`config.mk`:
```
export PLATFORM = sky130hd
export DESIGN_NAME = stepper_position_follower_unit
export DESIGN_NICKNAME = d
export VERILOG_FILES = /design/src/sv/spf_pkg.sv /design/src/sv/spf_divider.sv /design/src/sv/stepper_position_follower_unit.sv
export SDC_FILE = /design/constraint.sdc
export NUM_CORES = 2
export LEC_CHECK = 0
export ABC_AREA = 1
export BUFFER_PORTS_ARGS = -buffer_cell sky130_fd_sc_hd__clkbuf_2
export CAP_MARGIN = 20
export CORE_MARGIN = 2
export CORE_UTILIZATION = 57
export CTS_BUF_LIST = sky130_fd_sc_hd__clkbuf_16
export DETAILED_ROUTE_END_ITERATION = 7
export GPL_TIMING_DRIVEN = 0
export PLACE_DENSITY = 0.74
export SLEW_MARGIN = 20
export SYNTH_ARGS = -nofsm -noshare
export SYNTH_HDL_FRONTEND = slang
export SYNTH_SLANG_ARGS = --single-unit
```
`constraint.sdc`:
```
create_clock -name i_clk -period 20.5 [get_ports i_clk]
set_clock_uncertainty 0.15 [all_clocks]
set_input_delay 1.025 -clock i_clk [delete_from_list [all_inputs] [get_ports i_clk]]
set_output_delay 1.025 -clock i_clk [all_outputs]
set_load 0.02 [all_outputs]
```
`src/sv/spf_pkg.sv`:
```
// Package for the stepper position follower: register indexes, port widths
// and the status struct of the shared divider. No dependencies.
package spf_pkg;

    localparam int CFG_IDX_W  = 3;
    localparam int CFG_DATA_W = 20;
    localparam int OUT_W      = 40;

    typedef logic [CFG_IDX_W-1:0] t_cfg_idx;

    localparam t_cfg_idx CFG_INPUT_SOURCE   = 3'd0;
    localparam t_cfg_idx CFG_INIT_DIRECTION = 3'd1;
    localparam t_cfg_idx CFG_ADC_MIN        = 3'd2;
    localparam t_cfg_idx CFG_ADC_MAX        = 3'd3;
    localparam t_cfg_idx CFG_RANGE_MIN      = 3'd4;
    localparam t_cfg_idx CFG_RANGE_MAX      = 3'd5;
    localparam t_cfg_idx CFG_MAX_STEPS      = 3'd6;
    localparam t_cfg_idx CFG_STEP_PERIOD    = 3'd7;

    typedef struct packed {
        logic busy;
        logic done;
    } t_div_stat;

endpackage

```
`src/sv/spf_divider.sv`:
```
// Shared unsigned restoring divider, one quotient bit per cycle.
// Depends on spf_pkg for the status struct.
module spf_divider #(
    parameter int DV_W = 40,
    parameter int DS_W = 24
) (
    input  logic              i_clk,
    input  logic              i_rst_n,
    input  logic              i_start,
    input  logic [DV_W-1:0]   i_dividend,
    input  logic [DS_W-1:0]   i_divisor,
    output spf_pkg::t_div_stat o_stat,
    output logic [DV_W-1:0]   o_quotient
);
    import spf_pkg::*;

    localparam int CW = $clog2(DV_W + 1);

    logic [DS_W:0]   r_rem;
    logic [DV_W-1:0] r_quo;
    logic [DS_W-1:0] r_dsr;
    logic [CW-1:0]   r_cnt;
    logic            r_busy;
    logic            r_done;
    logic [DS_W:0]   w_shift;
    logic            w_ge;

    assign w_shift = {r_rem[DS_W-1:0], r_quo[DV_W-1]};
    assign w_ge    = (w_shift >= {1'b0, r_dsr});

    always_ff @(posedge i_clk) begin
        if (!i_rst_n) begin
            r_busy <= 1'b0;
            r_done <= 1'b0;
            r_cnt  <= '0;
        end else begin
            r_done <= r_busy && !i_start && (r_cnt == CW'(1));
            if (i_start) begin
                r_busy <= 1'b1;
                r_rem  <= '0;
                r_quo  <= i_dividend;
                r_dsr  <= i_divisor;
                r_cnt  <= CW'(DV_W);
            end else if (r_busy) begin
                r_rem <= w_ge ? (w_shift - {1'b0, r_dsr}) : w_shift;
                r_quo <= {r_quo[DV_W-2:0], w_ge};
                r_cnt <= r_cnt - 1'b1;
                if (r_cnt == CW'(1)) begin
                    r_busy <= 1'b0;
                end
            end
        end
    end

    assign o_stat.busy = r_busy;
    assign o_stat.done = r_done;
    assign o_quotient  = r_quo;

endmodule

```
`src/sv/stepper_position_follower_unit.sv`:
```
// Stepper step/dir setpoint follower: sequencer, sample buffer and step logic.
// Depends on spf_pkg and spf_divider.
//
// channel  | direction | signals                 | contents
// s_axis   | in        | tvalid tready tdata     | now_us, adc_sample, software_input, stop
// m_axis   | out       | tvalid tready tdata     | step, dir, enable, position, target, homing
// cfg      | in        | we index data           | eight registers, write only
//
// A tick scales the target with the serial divider when the range span and the step
// count are positive. A tick that fills the sample buffer first sums the buffer and,
// if the ADC span is nonzero, runs the mapping division through the same divider.
// Reset is synchronous. Input is not ready while a tick is processed; a result
// waits in the output register and stalls only the end of the next tick.
module stepper_position_follower_unit #(
    parameter int SAMPLE_COUNT = 8,
    parameter int ADC_BITS     = 10,
    parameter int HIGH_TIME_US = 5
) (
    input  logic                       i_clk,
    input  logic                       i_rst_n,
    input  logic                       i_s_axis_tvalid,
    output logic                       o_s_axis_tready,
    // now_us[31:0], adc_sample, software_input, stop_request, zero fill
    input  logic [((49+ADC_BITS+7)/8)*8-1:0] i_s_axis_tdata,
    output logic                       o_m_axis_tvalid,
    input  logic                       i_m_axis_tready,
    // step_level, dir_level, enable_level, position[15:0], target[15:0], homing
    output logic [spf_pkg::OUT_W-1:0]  o_m_axis_tdata,
    input  logic                       i_cfg_we,
    input  spf_pkg::t_cfg_idx          i_cfg_index,
    input  logic [spf_pkg::CFG_DATA_W-1:0] i_cfg_data
);
    import spf_pkg::*;

    localparam int CNT_W  = $clog2(SAMPLE_COUNT + 1);
    localparam int SLOT_W = (SAMPLE_COUNT > 1) ? $clog2(SAMPLE_COUNT) : 1;
    localparam int SUM_W  = ADC_BITS + CNT_W;
    localparam int NMIN_W = 10 + CNT_W;
    localparam int DIFF_W = ((SUM_W > NMIN_W) ? SUM_W : NMIN_W) + 1;
    localparam int PROD_W = DIFF_W + 17;
    localparam int NUM_W  = PROD_W + 8;
    localparam int DEN_W  = 11 + CNT_W;
    localparam int DV_W   = (NUM_W > 40) ? NUM_W : 40;
    localparam int DS_W   = (DEN_W > 24) ? DEN_W : 24;
    localparam int SW_LSB = 32 + ADC_BITS;
    localparam int STOP_B = SW_LSB + 16;

    typedef enum logic [3:0] {
        S_IDLE, S_SUM, S_MAP, S_MAPD, S_DIV1, S_HOME, S_MUL2, S_DIV2, S_STEP, S_OUT
    } t_state;

    // configuration
    logic        r_input_source, r_init_dir;
    logic [9:0]  r_adc_min, r_adc_max;
    logic signed [15:0] r_range_min, r_range_max;
    logic [15:0] r_max_steps;
    logic [19:0] r_period;

    t_state r_state;
    logic [31:0] r_now;
    logic        r_stop;
    logic        r_init_done, r_homing, r_step, r_dir, r_en;
    logic [15:0] r_pos, r_tgt;
    logic [31:0] r_pulse;
    logic signed [31:0] r_sp;
    logic [SLOT_W-1:0] r_slot;
    logic [CNT_W-1:0]  r_cnt;
    logic [SUM_W-1:0]  r_sum;
    logic [ADC_BITS-1:0] r_rdata;
    logic [ADC_BITS-1:0] r_mem [SAMPLE_COUNT];
    logic signed [PROD_W-1:0] r_prod;
    logic        r_neg;
    logic        r_dstart;
    logic [DV_W-1:0] r_dvd;
    logic [DS_W-1:0] r_dsr;
    logic        r_m_valid;
    logic [OUT_W-1:0] r_m_data;

    t_div_stat   w_dstat;
    logic [DV_W-1:0] w_quo;

    logic signed [31:0] w_lo, w_hi;
    logic signed [16:0] w_span;
    logic [NMIN_W-1:0]  w_nmin;
    logic signed [DIFF_W-1:0] w_diff;
    logic signed [10:0] w_adiff;
    logic signed [DEN_W-1:0] w_den;
    logic [DEN_W-1:0]   w_den_mag;
    logic signed [NUM_W-1:0] w_num;
    logic [NUM_W-1:0]   w_num_mag;
    logic signed [DV_W:0]   w_qs;
    logic signed [DV_W+1:0] w_map;
    logic signed [31:0] w_map_sat;
    logic signed [31:0] w_hv, w_clamp;
    logic        w_home_end;
    logic [31:0] w_off;
    logic [SLOT_W:0] w_slot_inc;
    logic [31:0] w_elapsed;
    logic        n_step, n_dir, n_en;
    logic [15:0] n_pos;
    logic [31:0] n_pulse;

    assign w_lo   = {{8{r_range_min[15]}}, r_range_min, 8'h00};
    assign w_hi   = {{8{r_range_max[15]}}, r_range_max, 8'h00};
    assign w_span = 17'(r_range_max) - 17'(r_range_min);
    assign w_nmin = NMIN_W'(r_adc_min) * NMIN_W'(SAMPLE_COUNT);
    assign w_diff = $signed(DIFF_W'(r_sum)) - $signed(DIFF_W'(w_nmin));
    assign w_adiff = $signed({1'b0, r_adc_max}) - $signed({1'b0, r_adc_min});
    assign w_den  = $signed(DEN_W'(w_adiff)) * $signed(DEN_W'(SAMPLE_COUNT));
    assign w_den_mag = w_den[DEN_W-1] ? DEN_W'(-w_den) : DEN_W'(w_den);
    assign w_num  = $signed(NUM_W'(r_prod)) <<< 8;
    assign w_num_mag = w_num[NUM_W-1] ? NUM_W'(-w_num) : NUM_W'(w_num);
    assign w_qs   = r_neg ? -$signed({1'b0, w_quo}) : $signed({1'b0, w_quo});
    assign w_map  = $signed((DV_W+2)'(w_qs)) + $signed((DV_W+2)'(w_lo));
    assign w_slot_inc = (SLOT_W+1)'(r_slot) + 1'b1;

    always_comb begin
        if (w_map > $signed((DV_W+2)'(32'sh7FFFFFFF))) begin
            w_map_sat = 32'sh7FFFFFFF;
        end else if (w_map < $signed((DV_W+2)'(-33'sh80000000))) begin
            w_map_sat = 32'sh80000000;
        end else begin
            w_map_sat = w_map[31:0];
        end
    end

    always_comb begin
        w_hv = r_sp;
        w_home_end = 1'b0;
        if (r_homing) begin
            if (!r_init_dir) begin
                w_hv = w_lo;
                w_home_end = (r_pos == 16'd0);
            end else begin
                w_hv = w_hi;
                w_home_end = (r_pos == r_max_steps);
            end
        end
        if (w_hv < w_lo) begin
            w_clamp = w_lo;
        end else if (w_hv > w_hi) begin
            w_clamp = w_hi;
        end else begin
            w_clamp = w_hv;
        end
    end

    assign w_off = r_sp - w_lo;
    assign w_elapsed = r_now - r_pulse;

    always_comb begin
        n_step  = r_step;
        n_dir   = r_dir;
        n_pos   = r_pos;
        n_pulse = r_pulse;
        n_en    = r_en;
        if (r_pos != r_tgt) begin
            n_dir = (r_pos > r_tgt);
            if (r_step) begin
                if (w_elapsed >= 32'(HIGH_TIME_US)) n_step = 1'b0;
            end else if (w_elapsed >= {12'd0, r_period}) begin
                n_pulse = r_now;
                n_step  = 1'b1;
                if (!n_dir) begin
                    if (r_pos < r_max_steps) n_pos = r_pos + 16'd1;
                end else begin
                    if (r_pos != 16'd0) n_pos = r_pos - 16'd1;
                end
            end
        end
        if (r_stop) begin
            n_en   = 1'b0;
            n_step = 1'b0;
        end
    end

    spf_divider #(.DV_W(DV_W), .DS_W(DS_W)) u_div (
        .i_clk      (i_clk),
        .i_rst_n    (i_rst_n),
        .i_start    (r_dstart),
        .i_dividend (r_dvd),
        .i_divisor  (r_dsr),
        .o_stat     (w_dstat),
        .o_quotient (w_quo)
    );

    // sample buffer, written at the input transfer when the ADC input is selected
    always_ff @(posedge i_clk) begin
        if (i_rst_n && o_s_axis_tready && i_s_axis_tvalid && r_input_source)
            r_mem[r_slot] <= i_s_axis_tdata[SW_LSB-1:32];
        r_rdata <= r_mem[r_cnt[SLOT_W-1:0]];
    end

    always_ff @(posedge i_clk) begin
        if (!i_rst_n) begin
            r_input_source <= 1'b0;
            r_init_dir     <= 1'b0;
            r_adc_min      <= 10'd0;
            r_adc_max      <= 10'd1023;
            r_range_min    <= 16'sd0;
            r_range_max    <= 16'sd100;
            r_max_steps    <= 16'd200;
            r_period       <= 20'd1000;
        end else if (i_cfg_we) begin
            case (i_cfg_index)
                CFG_INPUT_SOURCE:   r_input_source <= i_cfg_data[0];
                CFG_INIT_DIRECTION: r_init_dir     <= i_cfg_data[0];
                CFG_ADC_MIN:        r_adc_min      <= i_cfg_data[9:0];
                CFG_ADC_MAX:        r_adc_max      <= i_cfg_data[9:0];
                CFG_RANGE_MIN:      r_range_min    <= $signed(i_cfg_data[15:0]);
                CFG_RANGE_MAX:      r_range_max    <= $signed(i_cfg_data[15:0]);
                CFG_MAX_STEPS:      r_max_steps    <= i_cfg_data[15:0];
                CFG_STEP_PERIOD:    r_period       <= i_cfg_data;
                default: ;
            endcase
        end
    end

    always_ff @(posedge i_clk) begin
        if (!i_rst_n) begin
            r_state     <= S_IDLE;
            r_init_done <= 1'b0;
            r_homing    <= 1'b1;
            r_slot      <= '0;
            r_sp        <= 32'sd0;
            r_pos       <= 16'd0;
            r_tgt       <= 16'd0;
            r_step      <= 1'b0;
            r_dir       <= 1'b0;
            r_en        <= 1'b1;
            r_pulse     <= 32'd0;
            r_cnt       <= '0;
            r_dstart    <= 1'b0;
            r_m_valid   <= 1'b0;
        end else begin
            r_dstart <= (r_state == S_MAPD) || (r_state == S_MUL2);
            if (r_state == S_OUT && (!r_m_valid || i_m_axis_tready)) begin
                r_m_valid <= 1'b1;
            end else if (r_m_valid && i_m_axis_tready) begin
                r_m_valid <= 1'b0;
            end
            case (r_state)
                S_IDLE: begin
                    if (i_s_axis_tvalid) begin
                        r_now  <= i_s_axis_tdata[31:0];
                        r_stop <= i_s_axis_tdata[STOP_B];
                        if (!r_init_done) begin
                            r_pos       <= r_init_dir ? 16'd0 : r_max_steps;
                            r_init_done <= 1'b1;
                        end
                        if (r_input_source) begin
                            if (w_slot_inc >= (SLOT_W+1)'(SAMPLE_COUNT)) begin
                                r_slot  <= '0;
                                r_cnt   <= '0;
                                r_sum   <= '0;
                                r_state <= S_SUM;
                            end else begin
                                r_slot  <= w_slot_inc[SLOT_W-1:0];
                                r_state <= S_HOME;
                            end
                        end else begin
                            r_sp    <= 32'(signed'(i_s_axis_tdata[STOP_B-1:SW_LSB])) <<< 8;
                            r_state <= S_HOME;
                        end
                    end
                end
                S_SUM: begin
                    // read data is registered, so it lags the address
                    if (r_cnt != '0) r_sum <= r_sum + SUM_W'(r_rdata);
                    r_cnt <= r_cnt + 1'b1;
                    if (r_cnt == CNT_W'(SAMPLE_COUNT)) r_state <= S_MAP;
                end
                S_MAP: begin
                    if (w_den == '0) begin
                        r_sp    <= w_lo;
                        r_state <= S_HOME;
                    end else begin
                        r_prod  <= $signed(PROD_W'(w_diff)) * $signed(PROD_W'(w_span));
                        r_state <= S_MAPD;
                    end
                end
                S_MAPD: begin
                    r_neg    <= w_num[NUM_W-1] ^ w_den[DEN_W-1];
                    r_dvd    <= DV_W'(w_num_mag);
                    r_dsr    <= DS_W'(w_den_mag);
                    r_state  <= S_DIV1;
                end
                S_DIV1: begin
                    if (w_dstat.done) begin
                        r_sp    <= w_map_sat;
                        r_state <= S_HOME;
                    end
                end
                S_HOME: begin
                    r_sp <= w_clamp;
                    if (w_home_end) r_homing <= 1'b0;
                    if (w_span > 17'sd0 && r_max_steps != 16'd0) begin
                        r_state <= S_MUL2;
                    end else begin
                        r_tgt   <= 16'd0;
                        r_state <= S_STEP;
                    end
                end
                S_MUL2: begin
                    r_dvd    <= DV_W'(w_off[23:0]) * DV_W'(r_max_steps);
                    r_dsr    <= DS_W'({w_span[15:0], 8'h00});
                    r_neg    <= 1'b0;
                    r_state  <= S_DIV2;
                end
                S_DIV2: begin
                    if (w_dstat.done) begin
                        r_tgt   <= (w_quo > DV_W'(r_max_steps)) ? r_max_steps : w_quo[15:0];
                        r_state <= S_STEP;
                    end
                end
                S_STEP: begin
                    r_step  <= n_step;
                    r_dir   <= n_dir;
                    r_pos   <= n_pos;
                    r_pulse <= n_pulse;
                    r_en    <= n_en;
                    r_state <= S_OUT;
                end
                S_OUT: begin
                    if (!r_m_valid || i_m_axis_tready) begin
                        r_m_data  <= {4'd0, r_homing, r_tgt, r_pos, r_en, r_dir, r_step};
                        r_state   <= S_IDLE;
                    end
                end
                default: r_state <= S_IDLE;
            endcase
        end
    end

    assign o_s_axis_tready = (r_state == S_IDLE);
    assign o_m_axis_tvalid = r_m_valid;
    assign o_m_axis_tdata  = r_m_data;

`ifndef SYNTHESIS
    a_busy_after_accept: assert property (@(posedge i_clk) disable iff (!i_rst_n)
        (i_s_axis_tvalid && o_s_axis_tready) |=> !o_s_axis_tready)
        else $error("input ready right after a transfer");
    a_div_done_state: assert property (@(posedge i_clk) disable iff (!i_rst_n)
        w_dstat.done |-> (r_state == S_DIV1 || r_state == S_DIV2))
        else $error("divider result outside a division state");
    a_homing_no_rise: assert property (@(posedge i_clk) disable iff (!i_rst_n)
        !$rose(r_homing))
        else $error("homing restarted");
    a_enable_no_rise: assert property (@(posedge i_clk) disable iff (!i_rst_n)
        !$rose(r_en))
        else $error("driver enable set again");
`endif

endmodule

```
==> out/qor.csv <==
metric,value,unit
outcome,"finished, final reports clean",
drc_errors,0,
synth_flop_cell,edfxtp_1,
critPathSlowestCell,dfxtp_1,
grt_pass1_wl,294000,um
tns,0,ns
grt_overflow,0,
maxSlewHeadroom,14.7,%
rows,117,
highest_layer,met5,
cp_common_cell,nand2_1,
required,20.72,ns
synth.cell_area,58700,um2
met2WireLength,83100,um
yosys_warnings,0,
finalNetCount,8972,
drive_gt1_share,5.41,%
vias,53400,
h-tree-depth,2,
insertion_delay,0.69,ns
cp_slowest_stage_delay,0.63,ns
wl_per_cell,20.9,um
synth-edff-count,342,
tightest_slew,1.28,ns
root_buffer,clkbuf_16,
crit_path_end_kind,register,
start_util,57.6,%
ys_top_cells_by_area,"fa_1 19%, edfxtp_1 17%, nand2_1 11%",
synth_cell_types,64,
stdcell_count,9257,
synthArstFlopShare,0,%
cts_buffers,60,
ctsHoldBuffers,0,
clock_path_buffers,3,
final-hold-violation-count,0,
min_period_over_period,48.4,%
place_congestion,1.03,
clk_pin_slew_worst_paths,0.07,ns
grt_util_all_layers,36.1,%
die_y,325,um
syn_inst,7632,
synth_area_per_cell,7.69,um2
clock-sinks,564,
cap_violations,0,
wl_met1,76000,um
yosys.area.top_type_share,19.2,%
grt_max_degree,41,
critPathMaxFanout,10,
rsz0062_at_grt,no,
drt_iter0_drc,6352,
wirelength,193000,um
drv_slew,0,
fin_crit,9.93,ns
startpoint_type,register,
cp_data_arrival_time,10.15,ns
met3_length,22300,um
dp_hpwl,155000,um
first_pass_iters,8,
setup_viol,0,
hp-class,reg -> reg,
antenna_found_initial,14,
ant_nets,0,
ioPinCount,134,
ys_seq_area_share,25.1,%
fillerInstances,9185,
ys_seq_elements,564,
coreArea,102000,um2
synthToLayoutAreaGrowth,8.03,%
fmax,101,MHz
via_per_inst,5.76,
fp.dieW,325,um
io_buffers,123,
grt_pass1_vias,51000,
cts_tree,yes,
cts_resized,0,
die-area,106000,um2
dp.cells,9143,
yosys.area.top_type,fa_1,
post_cts_buffers,0,
ff2ff_setup_slack,10.57,ns
critical_path_class,reg -> reg,
==> registers in the layout (all words and copies together), names as in the netlist, 24 cells and up <==
name,cells
r_prod,32
r_dvd,40
r_now,32
r_mem,80
u_div.o_quotient,40
r_sp,32
o_m_axis_tdata,36
r_pulse,32
u_div.r_rem,24
==> cell usage in the layout, fill, tap and decap left out, types with 24 or more instances in the layout <==
cell type,synthesis,routed
edfxtp_1,342,342
xnor2_1,69,67
clkbuf_16,0,62
a31oi_1,42,42
ha_1,481,481
nor3_1,65,58
clkbuf_1,184,182
clkbuf_2,0,125
nor2_1,770,766
nand3_1,268,268
nor4_1,25,25
nand4_1,50,50
clkinv_1,18,28
o211ai_1,24,24
xor2_1,118,118
a21oi_1,505,504
inv_1,1404,1414
o21ai_1,32,32
nand2_1,1684,1683
dfxtp_1,222,221
or2_2,57,57
o21ai_0,421,421
fa_1,562,562
==> layer usage <==
metal / GRT usage, % / up-vias
li1: - / 24500
met1: 48.4 / 25300
met2: 54.9 / 2918
met3: 8.20 / 578
met4: 18.5 / 20
met5: 0 / -
==> kinds of logic after synthesis <==
family,Yosys count,share of synthesized area [%]
other cells,1,0.00639
fa+ha+maj,1043,29.4
xor+xnor,192,2.93
flops,564,25.1
simple gates,3006,21.1
buf+inv,1672,10.9
compound gates,1154,10.6
==> area by class of cell <==
| type | instances | area [um2] | area share [%] |
|---|---|---|---|
| buffer | 239 | 1030 | 1.62 |
| clock inverter | 51 | 472 | 0.743 |
| clock buffer | 62 | 1550 | 2.45 |
| timing repair buffer | 140 | 871 | 1.37 |
| inverter | 1433 | 5380 | 8.48 |
| sequential | 564 | 14700 | 23.2 |
| multi-input combinational | 5399 | 37700 | 59.4 |
| antenna | 1 | 2.50 | 0.00394 |
| tap | 1368 | 1710 | 2.70 |
==> final timing paths <==
path                                from                         to  cells past startpoint
max reg2reg  r_range_min[1]$_SDFFE_PN0P_        r_dvd[39]$_DFFE_PP_                     34
min              r_dsr[20]$_SDFFCE_PN0P_  u_div.r_dsr[20]$_DFFE_PP_                      0
min reg2reg      r_dsr[20]$_SDFFCE_PN0P_  u_div.r_dsr[20]$_DFFE_PP_                      0
max          r_range_min[1]$_SDFFE_PN0P_        r_dvd[39]$_DFFE_PP_                     34
==> per-stage QoR <==
stage | cell area [um2] | setup slack, ns | hold slack, ns | utilization, %
final | 63400 | 10.57 | 0.247 | 62.2
after global routing | 63400 | 10.15 | 0.251 | 62.2
after CTS | 63400 | 10.59 | 0.258 | 62.2
after detailed placement | 61400 | 10.67 | 0.255 | 60.2
after global placement | 61100 | 10.21 | 0.255 | 59.8
after floorplan | 58700 | 12.88 | 0.250 | -
==> worst max-delay path: cells and delay by family (launching register included) <==
kind,cells,cell delay (ns)
AND/OR/NAND/NOR,9,1.35
buffers and inverters,6,1.15
AO/OA/AOI/OAI,11,2.46
adder cells (fa/ha/maj),8,3.86
flip-flops,1,0.63
==> synth_stat cells, drive strengths merged, types with 17 or more instances <==
cell type	n
fa	562
o21ai	454
a31oi	42
buf	55
edfxtp	342
dfxtp	222
o211ai	24
a21o	24
xor2	123
a21oi	508
clkinv	18
nor4	27
o31ai	17
nand3	274
ha	481
nand4	50
inv	1415
or2	61
nand2	1701
nor2	790
nor3	72
xnor2	69
clkbuf	184
Power is left out: the tool's default activity adds up to more than one toggle a clock period on the data nets, which glitch-free logic cannot reach.
